$ cat src/rtl/ebpa_pkg.sv
// package for the extent bitmap page allocator
// holds request and status codes, the control state type, the memory command
// struct and a small helper function; no dependencies
package ebpa_pkg;

    // fixed field widths
    localparam int PAGE_W      = 12;
    localparam int PHYS_W      = 13;
    localparam int COUNT_W     = 13;
    localparam int WORD_BITS   = 64;
    localparam int BIT_W       = 6;
    localparam int ADDR_PAGES  = 4096;
    localparam int RECIP_SHIFT = 24;

    // request kinds; the unused code is served as a query
    typedef enum logic [1:0] {
        KIND_ALLOC = 2'd0,
        KIND_FREE  = 2'd1,
        KIND_QUERY = 2'd2
    } kind_t;

    // result status codes
    typedef enum logic [1:0] {
        ST_OK           = 2'd0,
        ST_NO_FREE      = 2'd1,
        ST_OUT_OF_RANGE = 2'd2,
        ST_ALREADY_FREE = 2'd3
    } status_t;

    // control sequencer states
    typedef enum logic [2:0] {
        S_IDLE,
        S_FIND,
        S_READ,
        S_MOD,
        S_PHYS,
        S_DONE
    } state_t;

    // bitmap memory command
    typedef struct packed {
        logic rd;
        logic wr;
    } mem_cmd_t;

    // index of the lowest clear bit of a bitmap word
    function automatic logic [BIT_W-1:0] first_zero(input logic [WORD_BITS-1:0] w);
        logic [BIT_W-1:0] idx;
        idx = '0;
        for (int i = WORD_BITS - 1; i >= 0; i--)
        begin
            if (!w[i])
            begin
                idx = BIT_W'(i);
            end
        end
        return idx;
    endfunction

endpackage

$ cat src/rtl/ebpa_bitmap_ram.sv
// used-page bitmap memory: one 64-bit word per entry, one read or write per cycle
// read data registered; per-word valid flops make unwritten words read as zero
// depends on ebpa_pkg
module ebpa_bitmap_ram #(
    parameter int DEPTH  = 64,
    parameter int ADDR_W = 6
) (
    input  logic                                clk,
    input  logic                                rst_n,
    input  ebpa_pkg::mem_cmd_t                  cmd,
    input  logic [ADDR_W-1:0]                   addr,
    input  logic [ebpa_pkg::WORD_BITS-1:0]      wdata,
    output logic [ebpa_pkg::WORD_BITS-1:0]      rdata
);

    logic [ebpa_pkg::WORD_BITS-1:0] mem [DEPTH];
    logic [DEPTH-1:0]               valid_reg;
    logic [ebpa_pkg::WORD_BITS-1:0] rdata_reg;

    // storage array
    always_ff @(posedge clk)
    begin
        if (cmd.wr)
        begin
            mem[addr] <= wdata;
        end
    end

    // registered read, cleared words read as zero
    always_ff @(posedge clk)
    begin
        if (cmd.rd)
        begin
            rdata_reg <= valid_reg[addr] ? mem[addr] : '0;
        end
    end

    // word valid bits
    always_ff @(posedge clk or negedge rst_n)
    begin
        if (!rst_n)
        begin
            valid_reg <= '0;
        end
        else if (cmd.wr)
        begin
            valid_reg[addr] <= 1'b1;
        end
    end

    assign rdata = rdata_reg;

endmodule

$ cat src/rtl/ebpa_phys_calc.sv
// physical position unit: page + page / PAGES_PER_EXTENT + 2, three stages
// the extent number comes from a reciprocal multiply with one correction step
// depends on ebpa_pkg
module ebpa_phys_calc #(
    parameter int PAGES_PER_EXTENT = 256
) (
    input  logic                              clk,
    input  logic                              rst_n,
    input  logic                              start,
    input  logic [ebpa_pkg::PAGE_W-1:0]       page,
    output logic                              done,
    output logic [ebpa_pkg::PHYS_W-1:0]       phys
);

    localparam int RECIP   = (1 << ebpa_pkg::RECIP_SHIFT) / PAGES_PER_EXTENT;
    localparam int RECIP_W = $clog2(RECIP + 1);
    localparam int PPE_W   = $clog2(PAGES_PER_EXTENT + 1);
    localparam int EXT_MAX = (ebpa_pkg::ADDR_PAGES - 1) / PAGES_PER_EXTENT;
    localparam int EXT_W   = (EXT_MAX > 0) ? $clog2(EXT_MAX + 1) : 1;
    localparam int PROD_W  = ebpa_pkg::PAGE_W + RECIP_W;

    logic                          v1_reg;
    logic                          v2_reg;
    logic                          done_reg;
    logic [PROD_W-1:0]             prod1_reg;
    logic [ebpa_pkg::PAGE_W-1:0]   page1_reg;
    logic [ebpa_pkg::PAGE_W-1:0]   page2_reg;
    logic [EXT_W-1:0]              ext2_reg;
    logic [EXT_W+PPE_W-1:0]        prod2_reg;
    logic [ebpa_pkg::PHYS_W-1:0]   phys_reg;
    logic [EXT_W-1:0]              ext_est;
    logic [ebpa_pkg::PHYS_W-1:0]   rem;
    logic [EXT_W-1:0]              ext_fix;

    // extent estimate, low by at most one
    assign ext_est = prod1_reg[ebpa_pkg::RECIP_SHIFT +: EXT_W];

    // correction: remainder at or above extent size bumps the extent
    always_comb
    begin
        rem = ebpa_pkg::PHYS_W'(page2_reg) - ebpa_pkg::PHYS_W'(prod2_reg);
        if (rem >= ebpa_pkg::PHYS_W'(PAGES_PER_EXTENT))
        begin
            ext_fix = EXT_W'(ext2_reg + 1'b1);
        end
        else
        begin
            ext_fix = ext2_reg;
        end
    end

    // stage valids
    always_ff @(posedge clk or negedge rst_n)
    begin
        if (!rst_n)
        begin
            v1_reg   <= 1'b0;
            v2_reg   <= 1'b0;
            done_reg <= 1'b0;
        end
        else
        begin
            v1_reg   <= start;
            v2_reg   <= v1_reg;
            done_reg <= v2_reg;
        end
    end

    // datapath stages
    always_ff @(posedge clk)
    begin
        if (start)
        begin
            prod1_reg <= PROD_W'(page) * PROD_W'(RECIP);
            page1_reg <= page;
        end
        if (v1_reg)
        begin
            ext2_reg  <= ext_est;
            prod2_reg <= (EXT_W + PPE_W)'(ext_est) * (EXT_W + PPE_W)'(PAGES_PER_EXTENT);
            page2_reg <= page1_reg;
        end
        if (v2_reg)
        begin
            phys_reg <= ebpa_pkg::PHYS_W'(page2_reg) + ebpa_pkg::PHYS_W'(ext_fix)
                        + ebpa_pkg::PHYS_W'(2);
        end
    end

    assign done = done_reg;
    assign phys = phys_reg;

endmodule

$ cat src/rtl/extent_bitmap_page_allocator.sv
// Extent bitmap page allocator. One request (allocate, free or query) is taken
// at a time and answered with one result word, in these steps: pick the bitmap
// word (for allocate, the first word with a clear bit, from per-word full
// flags), read the bitmap memory, test or pick the bit, run the physical
// position unit, and write the word back and load the output register. That
// last step waits while the previous result still sits unaccepted in the output
// register. A new request is accepted as soon as the previous result is loaded,
// even while that result still waits for the receiver. An allocation that is
// not refused returns the lowest free page, which is the lowest free page of
// the first extent that is not full. The bitmap and counters are clear right
// after reset; there is no clearing pass.
// depends on ebpa_pkg, ebpa_bitmap_ram, ebpa_phys_calc
module extent_bitmap_page_allocator #(
    parameter int PAGES_PER_EXTENT = 256,
    parameter int EXTENT_COUNT     = 16,
    parameter int PAGE_LIMIT       = 4096
) (
    input  logic                              clk,
    input  logic                              rst_n,
    input  logic                              req_valid,
    output logic                              req_stall,
    input  logic [1:0]                        kind,
    input  logic [ebpa_pkg::PAGE_W-1:0]       page_number,
    output logic                              rsp_valid,
    input  logic                              rsp_stall,
    output logic [1:0]                        status,
    output logic [ebpa_pkg::PAGE_W-1:0]       result_page,
    output logic [ebpa_pkg::PHYS_W-1:0]       physical_page,
    output logic                              page_free
);

    localparam int TOTAL_PAGES = PAGES_PER_EXTENT * EXTENT_COUNT;
    localparam int LIVE_PAGES  = (TOTAL_PAGES < ebpa_pkg::ADDR_PAGES)
                                 ? TOTAL_PAGES : ebpa_pkg::ADDR_PAGES;
    localparam int NW          = (LIVE_PAGES + ebpa_pkg::WORD_BITS - 1) / ebpa_pkg::WORD_BITS;
    localparam int WW          = (NW > 1) ? $clog2(NW) : 1;
    localparam int TAIL_BITS   = LIVE_PAGES - (NW - 1) * ebpa_pkg::WORD_BITS;
    localparam logic [ebpa_pkg::WORD_BITS-1:0] TAIL_MASK =
        {ebpa_pkg::WORD_BITS{1'b1}} << TAIL_BITS;
    localparam int LIM_W       = $clog2(PAGE_LIMIT + 1);
    localparam int CMP_W       = (LIM_W > ebpa_pkg::COUNT_W) ? LIM_W : ebpa_pkg::COUNT_W;

    ebpa_pkg::state_t                  state_reg;
    ebpa_pkg::state_t                  state_next;
    ebpa_pkg::mem_cmd_t                mem_cmd;
    logic [ebpa_pkg::WORD_BITS-1:0]    mem_rdata;

    logic [1:0]                        kind_reg;
    logic [ebpa_pkg::PAGE_W-1:0]       pn_reg;
    logic [WW-1:0]                     word_idx_reg;
    logic                              fail_reg;
    logic [1:0]                        status_reg;
    logic [ebpa_pkg::PAGE_W-1:0]       page_reg;
    logic                              page_free_reg;
    logic [ebpa_pkg::WORD_BITS-1:0]    new_word_reg;
    logic                              new_full_reg;
    logic                              wr_reg;
    logic [ebpa_pkg::COUNT_W-1:0]      total_reg;
    logic [NW-1:0]                     full_reg;

    logic                              rsp_valid_reg;
    logic [1:0]                        status_out_reg;
    logic [ebpa_pkg::PAGE_W-1:0]       page_out_reg;
    logic [ebpa_pkg::PHYS_W-1:0]       phys_out_reg;
    logic                              free_out_reg;

    logic                              accept;
    logic                              load_out;
    logic                              phys_start;
    logic                              phys_done;
    logic [ebpa_pkg::PHYS_W-1:0]       phys_val;

    logic                              word_found;
    logic [WW-1:0]                     word_first;
    logic                              limit_hit;
    logic                              out_of_range;
    logic [ebpa_pkg::BIT_W-1:0]        pn_word6;
    logic [WW-1:0]                     find_idx;
    logic                              find_fail;
    logic [1:0]                        find_status;

    logic [ebpa_pkg::WORD_BITS-1:0]    tail_mask;
    logic [ebpa_pkg::WORD_BITS-1:0]    bit_mask;
    logic [ebpa_pkg::BIT_W-1:0]        alloc_bit;
    logic [ebpa_pkg::PAGE_W-1:0]       idx_ext;
    logic                              bit_used;
    logic [1:0]                        mod_status;
    logic [ebpa_pkg::PAGE_W-1:0]       mod_page;
    logic                              mod_free;
    logic [ebpa_pkg::WORD_BITS-1:0]    mod_word;
    logic                              mod_wr;

    // bitmap memory
    ebpa_bitmap_ram #(
        .DEPTH  (NW),
        .ADDR_W (WW)
    ) u_ram (
        .clk   (clk),
        .rst_n (rst_n),
        .cmd   (mem_cmd),
        .addr  (word_idx_reg),
        .wdata (new_word_reg),
        .rdata (mem_rdata)
    );

    // physical position unit
    ebpa_phys_calc #(
        .PAGES_PER_EXTENT (PAGES_PER_EXTENT)
    ) u_phys (
        .clk   (clk),
        .rst_n (rst_n),
        .start (phys_start),
        .page  (mod_page),
        .done  (phys_done),
        .phys  (phys_val)
    );

    // first bitmap word that still has a free page
    always_comb
    begin
        word_found = 1'b0;
        word_first = '0;
        for (int i = NW - 1; i >= 0; i--)
        begin
            if (!full_reg[i])
            begin
                word_found = 1'b1;
                word_first = WW'(i);
            end
        end
    end

    // word selection and early refusals
    always_comb
    begin
        limit_hit    = (CMP_W'(total_reg) >= CMP_W'(PAGE_LIMIT));
        out_of_range = ({1'b0, pn_reg} >= (ebpa_pkg::PAGE_W + 1)'(LIVE_PAGES));
        pn_word6     = pn_reg[ebpa_pkg::PAGE_W-1:ebpa_pkg::BIT_W];
        if (kind_reg == ebpa_pkg::KIND_ALLOC)
        begin
            find_idx    = word_first;
            find_fail   = limit_hit || !word_found;
            find_status = ebpa_pkg::ST_NO_FREE;
        end
        else
        begin
            find_idx    = pn_word6[WW-1:0];
            find_fail   = out_of_range;
            find_status = ebpa_pkg::ST_OUT_OF_RANGE;
        end
    end

    // bit test, bit pick and word update
    always_comb
    begin
        tail_mask  = (word_idx_reg == WW'(NW - 1)) ? TAIL_MASK : '0;
        alloc_bit  = ebpa_pkg::first_zero(mem_rdata | tail_mask);
        idx_ext    = ebpa_pkg::PAGE_W'(word_idx_reg);
        bit_mask   = '0;
        bit_used   = mem_rdata[pn_reg[ebpa_pkg::BIT_W-1:0]];
        mod_status = ebpa_pkg::ST_OK;
        mod_page   = pn_reg;
        mod_free   = 1'b0;
        mod_word   = mem_rdata;
        mod_wr     = 1'b0;
        if (fail_reg)
        begin
            mod_status = status_reg;
            if (kind_reg == ebpa_pkg::KIND_ALLOC)
            begin
                mod_page = '0;
            end
        end
        else
        begin
            case (kind_reg)
                ebpa_pkg::KIND_ALLOC:
                begin
                    bit_mask[alloc_bit] = 1'b1;
                    mod_page = {idx_ext[ebpa_pkg::BIT_W-1:0], alloc_bit};
                    mod_word = mem_rdata | bit_mask;
                    mod_wr   = 1'b1;
                end
                ebpa_pkg::KIND_FREE:
                begin
                    bit_mask[pn_reg[ebpa_pkg::BIT_W-1:0]] = 1'b1;
                    mod_free = 1'b1;
                    if (bit_used)
                    begin
                        mod_word = mem_rdata & ~bit_mask;
                        mod_wr   = 1'b1;
                    end
                    else
                    begin
                        mod_status = ebpa_pkg::ST_ALREADY_FREE;
                    end
                end
                default:
                begin
                    mod_free = !bit_used;
                end
            endcase
        end
    end

    // control state register
    always_ff @(posedge clk or negedge rst_n)
    begin
        if (!rst_n)
        begin
            state_reg <= ebpa_pkg::S_IDLE;
        end
        else
        begin
            state_reg <= state_next;
        end
    end

    // next state and control outputs
    always_comb
    begin
        state_next = state_reg;
        req_stall  = 1'b1;
        mem_cmd    = '0;
        phys_start = 1'b0;
        load_out   = 1'b0;
        case (state_reg)
            ebpa_pkg::S_IDLE:
            begin
                req_stall = 1'b0;
                if (req_valid)
                begin
                    state_next = ebpa_pkg::S_FIND;
                end
            end
            ebpa_pkg::S_FIND:
            begin
                state_next = ebpa_pkg::S_READ;
            end
            ebpa_pkg::S_READ:
            begin
                mem_cmd.rd = 1'b1;
                state_next = ebpa_pkg::S_MOD;
            end
            ebpa_pkg::S_MOD:
            begin
                phys_start = 1'b1;
                state_next = ebpa_pkg::S_PHYS;
            end
            ebpa_pkg::S_PHYS:
            begin
                if (phys_done)
                begin
                    state_next = ebpa_pkg::S_DONE;
                end
            end
            ebpa_pkg::S_DONE:
            begin
                if (!rsp_valid_reg || !rsp_stall)
                begin
                    load_out   = 1'b1;
                    mem_cmd.wr = wr_reg;
                    state_next = ebpa_pkg::S_IDLE;
                end
            end
            default:
            begin
                state_next = ebpa_pkg::S_IDLE;
            end
        endcase
    end

    assign accept = req_valid && !req_stall;

    // request and working registers
    always_ff @(posedge clk)
    begin
        if (accept)
        begin
            kind_reg <= kind;
            pn_reg   <= page_number;
        end
        if (state_reg == ebpa_pkg::S_FIND)
        begin
            word_idx_reg <= find_idx;
            fail_reg     <= find_fail;
            status_reg   <= find_status;
        end
        if (state_reg == ebpa_pkg::S_MOD)
        begin
            status_reg    <= mod_status;
            page_reg      <= mod_page;
            page_free_reg <= mod_free;
            new_word_reg  <= mod_word;
            new_full_reg  <= &(mod_word | tail_mask);
            wr_reg        <= mod_wr;
        end
    end

    // occupancy: word full flags and allocated total
    always_ff @(posedge clk or negedge rst_n)
    begin
        if (!rst_n)
        begin
            full_reg  <= '0;
            total_reg <= '0;
        end
        else if (load_out && wr_reg)
        begin
            full_reg[word_idx_reg] <= new_full_reg;
            if (kind_reg == ebpa_pkg::KIND_ALLOC)
            begin
                total_reg <= total_reg + 1'b1;
            end
            else
            begin
                total_reg <= total_reg - 1'b1;
            end
        end
    end

    // result word valid
    always_ff @(posedge clk or negedge rst_n)
    begin
        if (!rst_n)
        begin
            rsp_valid_reg <= 1'b0;
        end
        else if (load_out)
        begin
            rsp_valid_reg <= 1'b1;
        end
        else if (!rsp_stall)
        begin
            rsp_valid_reg <= 1'b0;
        end
    end

    // result word payload
    always_ff @(posedge clk)
    begin
        if (load_out)
        begin
            status_out_reg <= status_reg;
            page_out_reg   <= page_reg;
            phys_out_reg   <= fail_reg ? '0 : phys_val;
            free_out_reg   <= page_free_reg;
        end
    end

    assign rsp_valid     = rsp_valid_reg;
    assign status        = status_out_reg;
    assign result_page   = page_out_reg;
    assign physical_page = phys_out_reg;
    assign page_free     = free_out_reg;

endmodule

$ cat config.mk
export PLATFORM = sky130hd
export DESIGN_NAME = extent_bitmap_page_allocator
export DESIGN_NICKNAME = d
export VERILOG_FILES = /design/src/rtl/ebpa_pkg.sv /design/src/rtl/ebpa_bitmap_ram.sv /design/src/rtl/ebpa_phys_calc.sv /design/src/rtl/extent_bitmap_page_allocator.sv
export SDC_FILE = /design/constraint.sdc
export NUM_CORES = 2
export LEC_CHECK = 0
export BUFFER_PORTS_ARGS = -buffer_cell sky130_fd_sc_hd__buf_2
export CAP_MARGIN = 25
export CELL_PAD_IN_SITES_DETAIL_PLACEMENT = 2
export CELL_PAD_IN_SITES_GLOBAL_PLACEMENT = 2
export CORE_UTILIZATION = 52
export DETAILED_ROUTE_END_ITERATION = 12
export PLACE_DENSITY = 0.95
export SETUP_SLACK_MARGIN = 0.02
export SLEW_MARGIN = 0
export SYNTH_ARGS = -nofsm -noshare
export SYNTH_HDL_FRONTEND = slang
export SYNTH_HIERARCHICAL = 1
export SYNTH_SLANG_ARGS = --single-unit
$ cat constraint.sdc
create_clock -name clk -period 20.2 [get_ports clk]
set_clock_uncertainty 0.15 [all_clocks]
set_input_delay 4.04 -clock clk [delete_from_list [all_inputs] [get_ports clk]]
set_output_delay 4.04 -clock clk [all_outputs]
set_load 0.05 [all_outputs]
==> Flow_metrics.wiki, run 1 <==
{| class="wikitable"
! Metric !! Value
|-
| Result of the run || stopped before the end
|-
| Last stage reached || detailed placement
|-
| First logged error message || [ERROR DPL-0033] detailed placement checks failed during check placement.
|-
| Synth Register Bits || 4475
|-
| Area fraction in compound gates after synthesis || 0.124
|-
| Post-synth top area share || 0.749
|-
| Simple-Gate Fraction of Synth Area || 0.0380
|-
| Number of buffers added on ports || 47
|-
| Most frequent cells after synthesis || sky130_fd_sc_hd__edfxtp_1 (4327), sky130_fd_sc_hd__a22oi_1 (753), sky130_fd_sc_hd__a221oi_1 (565), sky130_fd_sc_hd__nor2_1 (484), sky130_fd_sc_hd__clkbuf_1 (350)
|-
| Detail Placement HPWL || 583 mm
|-
| Distinct cells, synth || 103
|-
| Routability-driven placement congestion ratio || 1.03
|-
| Register area share after synthesis || 0.770
|-
| Mapped Avg Cell Area || 17.1 um2
|-
| Count of mapped cells out of synthesis || 10100
|-
| Ys async rst share || 0.0331
|-
| Yosys top cell by area || sky130_fd_sc_hd__edfxtp_1
|-
| Initial Utilization || 0.524
|-
| Top post-synthesis cells by area || sky130_fd_sc_hd__edfxtp_1 (75%), sky130_fd_sc_hd__a22oi_1 (3.3%), sky130_fd_sc_hd__a221oi_1 (2.9%), sky130_fd_sc_hd__dfrtp_1 (2.1%), sky130_fd_sc_hd__mux4_2 (1.6%)
|-
| Net count after synthesis || 10200
|-
| Adder-cell share of the synthesized area || 0.00160
|-
| Top-count cell post-synth || sky130_fd_sc_hd__edfxtp_1
|-
| Dominant combinational cell family by area after synthesis || compound AO/OA/AOI/OAI gates
|-
| Netlist area before placement || 173000 um2
|-
| EDFF count, synth || 4327
|-
| Floorplan die width || 580 um
|-
| Placement row count || 211
|-
| Die Y-Extent || 580 um
|-
| Share of the synthesized netlist area taken by xor and xnor gates || 0.00106
|-
| Most used flip-flop cell after synthesis || sky130_fd_sc_hd__edfxtp_1
|-
| Share of cell area taken by muxes after synthesis || 0.0450
|-
| Ports placed on the boundary || 48
|-
| Warning count from the yosys run || 6
|}
==> logic make-up after synthesis <==
logic type | count (synthesis)
flops | 4475
compound gates | 2868
simple gates | 1367
buf+inv | 781
mux | 591
xor+xnor | 21
fa+ha+maj | 21
==> metrics by stage <==
| step | setup WS, ns | cell area, um2 | hold slack [ns] | instances |
|---|---|---|---|---|
| floorplan | 10.26 | 173000 | 0.250 | 10100 |
| global placement | 11.74 | 179000 | 0.256 | 14100 |
==> inputs of run 2 (changes only) <==
- CELL_PAD_IN_SITES_DETAIL_PLACEMENT: 2 -> default
- CELL_PAD_IN_SITES_GLOBAL_PLACEMENT: 2 -> default
- CORE_UTILIZATION: 52 -> 40
- PLACE_DENSITY: 0.95 -> default
- PLACE_DENSITY_LB_ADDON: default -> 0.15
- SETUP_SLACK_MARGIN: 0.02 -> default
==> Flow_metrics.wiki, run 2 <==
{| class="wikitable"
! Metric !! Value
|-
| Result of the run || complete, no violations (was stopped before the end)
|-
| Routability-driven placement congestion ratio || 0.917 (was 1.03)
|-
| Clock-pin slew on the worst setup and hold paths || 0.06 ns
|-
| Number of buffers on the longest clock path || 4
|-
| Highest-count cells in the layout ignoring fill and taps || sky130_fd_sc_hd__edfxtp_1 (4327), sky130_fd_sc_hd__a22oi_1 (753), sky130_fd_sc_hd__a221oi_1 (565)
|-
| Post-placement cell count || 15600
|-
| Ys async rst share || 0.0331 (unchanged)
|-
| Drt via density || 6.29
|-
| Net count, final || 10300
|-
| Number of flip-flops under the largest register name || 4096
|-
| Gr ovfl total || 0
|-
| Normalized max-slew margin || 0.145
|-
| Placed cell area || 182000 um2
|-
| Share of the clock period used by the worst path || 0.394
|-
| Setup slack of the critical path after layout || 12.24 ns
|-
| First-iteration detailed-routing DRC count || 14200
|-
| Post-route insts no fill || 16400
|-
| Wire length of the first global-routing pass || 815 mm
|-
| Wire length per cell after detailed routing || 36.1 um
|-
| Initial Utilization || 0.402 (was 0.524)
|-
| Synth Register Bits || 4475 (unchanged)
|-
| Most used flip-flop cell after synthesis || sky130_fd_sc_hd__edfxtp_1 (unchanged)
|-
| Clk root buf || sky130_fd_sc_hd__clkbuf_16
|-
| Floorplan die width || 661 um (was 580 um)
|-
| Die Y-Extent || 661 um (was 580 um)
|-
| Net count after synthesis || 10200 (unchanged)
|-
| Top post-synthesis cells by area || sky130_fd_sc_hd__edfxtp_1 (75%), sky130_fd_sc_hd__a22oi_1 (3.3%), sky130_fd_sc_hd__a221oi_1 (2.9%), sky130_fd_sc_hd__dfrtp_1 (2.1%), sky130_fd_sc_hd__mux4_2 (1.6%) (unchanged)
|-
| Detail Placement HPWL || 354 mm (was 583 mm)
|-
| Setup repair after global routing missed its margin || false
|-
| CP endpoint kind || flop
|-
| Warning count from the yosys run || 6 (unchanged)
|-
| CTS Hold Buffers Added || 0
|-
| Summed area of non-filler cells in the final layout || 197000 um2
|-
| Largest register by flop count || u_ram/mem
|-
| Register area share after synthesis || 0.770 (unchanged)
|-
| Core region area || 431000 um2
|-
| Summed negative setup slack over all endpoints || 0 ns
|-
| Count of mapped cells out of synthesis || 10100 (unchanged)
|-
| Smallest hold slack || 0.264 ns
|-
| PwrDens || 128 nW/um2
|-
| Sequence of cells on the critical path || buf_2 -> a21oi_4 -> nand2_1 -> inv_1 -> buf_4 -> nor2b_1 -> nand2_1 -> buf_4 -> nor2_4 -> buf_4 -> buf_4
|-
| Clock sinks || 4475
|-
| Worst Path Arrival || 8.42 ns
|-
| EDFF count, synth || 4327 (unchanged)
|-
| Slowest cell on the critical path || sky130_fd_sc_hd__buf_4
|-
| Total routing resource utilization after global routing || 0.266
|-
| Area growth from synthesis to final layout || 13.3%
|-
| Clock tree from TritonCTS || done
|-
| Category of the critical setup timing path || input pin to flop
|-
| Most frequent cells after synthesis || sky130_fd_sc_hd__edfxtp_1 (4327), sky130_fd_sc_hd__a22oi_1 (753), sky130_fd_sc_hd__a221oi_1 (565), sky130_fd_sc_hd__nor2_1 (484), sky130_fd_sc_hd__clkbuf_1 (350) (unchanged)
|-
| Post-CTS setup buffers || 0
|-
| Ports placed on the boundary || 48 (unchanged)
|-
| Startpoint class of the critical path || input pin
|-
| Top-count cell post-synth || sky130_fd_sc_hd__edfxtp_1 (unchanged)
|-
| H-Tree Depth || 5
|-
| Initial antenna violation count || 30
|-
| Worst min path class || flop to flop
|-
| Wire length after detailed routing || 592 mm
|-
| Worst vdd rail ir drop || 0.0890 mV
|-
| Placement row count || 241 (was 211)
|-
| Endpoint required time on the critical path || 20.66 ns
|-
| Pin count of the biggest net entering global routing || 135
|-
| Mapped Avg Cell Area || 17.1 um2 (unchanged)
|-
| Time the final worst path needs with I/O delays and setup || 7.96 ns
|-
| Yosys top cell by area || sky130_fd_sc_hd__edfxtp_1 (unchanged)
|-
| Fraction of layout instances using a drive strength above 1 || 0.159
|-
| Cell type with the highest occurrence count on the critical path || sky130_fd_sc_hd__buf_4
|-
| Num CTS Buffers || 463
|-
| Maximum clock frequency || 0.126 GHz
|-
| 1st-pass router iterations || 8
|-
| Setup-violating endpoint count in the final report || 0
|-
| Most common library cell in the layout ignoring fill and taps || sky130_fd_sc_hd__edfxtp_1
|-
| Max-Cap Viols || 0
|-
| Placement Setup Slack || 11.22 ns
|-
| Number of buffers added on ports || 47 (unchanged)
|-
| Vias in the first global route || 99400
|-
| Number of endpoints with negative hold slack in the final report || 0
|-
| Remaining design rule violation count || 0
|-
| Number of gates resized after CTS || 0
|-
| Netlist area before placement || 173000 um2 (unchanged)
|-
| Slew at the pin with the worst max-slew slack || 1.28 ns
|-
| Distinct cells, synth || 103 (unchanged)
|-
| Number of pins exceeding their max-slew limit in the final report || 0
|-
| Latest clock arrival within the worst-skew pair || 1.01 ns
|-
| Worst path max stage delay || 0.61 ns
|-
| Final core area utilization || 0.456
|-
| Die Outline Area || 436000 um2
|-
| Remaining number of nets flagged by the antenna check after routing || 0
|-
| Leakage Power || 61.8 nW
|-
| FILL cells || 37000
|-
| Total Power Consumption || 25.1 mW
|-
| Post-synth top area share || 0.749 (unchanged)
|-
| Detailed-route via count || 103000
|-
| Critical path fanouts, max || 30
|}
run 2: cell counts after synthesis:
No cell type changed its count.
run 2: metal layers:
metal,track usage,vias to the layer above,routed length [um]
met3,0.0338,909,44600
met1,0.364,54800,239000
met4,0.114,2,29400
li1,-,42500,-
met2,0.427,5055,279000
met5,0,-,13
run 2: critical path: cells and delay by family:
family	cells	cell delay, ns
and+or+nand+nor	4	1.84
AOI/OAI and AO/OA	1	0.14
buffers and inverters	6	2.24
run 2: path summary, 6_finish.rpt:
kind	cells past startpoint	startpoint	end	slack (ns)
min reg2reg	0	u_phys/page1_reg[7]$_DFFE_PP_	u_phys/page2_reg[7]$_DFFE_PP_	0.26
min in group asynchronous	1	rst_n	u_phys/v2_reg$_DFF_PN0_	2.84
max in group asynchronous	3	rst_n	u_ram/valid_reg[34]$_DFFE_PN0P_	14.92
max reg2reg	10	word_idx_reg[2]$_DFFE_PP_	u_ram/rdata[26]$_SDFFCE_PN0P_	13.45
max	11	rsp_stall	u_ram/mem[25][26]$_DFFE_PP_	12.24
min	0	u_phys/page1_reg[7]$_DFFE_PP_	u_phys/page2_reg[7]$_DFFE_PP_	0.26
run 2: logic make-up after synthesis:
family	count (synthesis)	share of synthesized area
DFF	4475	0.770
AOI/OAI and AO/OA	2868	0.124
and+or+nand+nor	1367	0.0380
buffers and inverters	781	0.0201
muxes	591	0.0450
xor gates and xnor gates	21	0.00106
adders and majority gates	21	0.00160
run 2: power by group:
part / switching (mW) / internal (mW)
sequential: 0.318 / 10.9
clock: 3.60 / 4.69
combinational: 4.16 / 1.46
run 2: area by class of cell:
type / count / area [um2] / area share
clock buffers: 575 / 12100 / 0.0617
repair buffers: 445 / 3760 / 0.0191
clock inverters: 274 / 2430 / 0.0124
inverters: 56 / 230 / 0.00117
well taps: 5710 / 7140 / 0.0364
multi-input cells: 4868 / 37200 / 0.189
flip-flops and latches: 4475 / 134000 / 0.680
diodes: 13 / 32.5 / 0.000166
No activity file was read; power rests on OpenSTA's default activity.
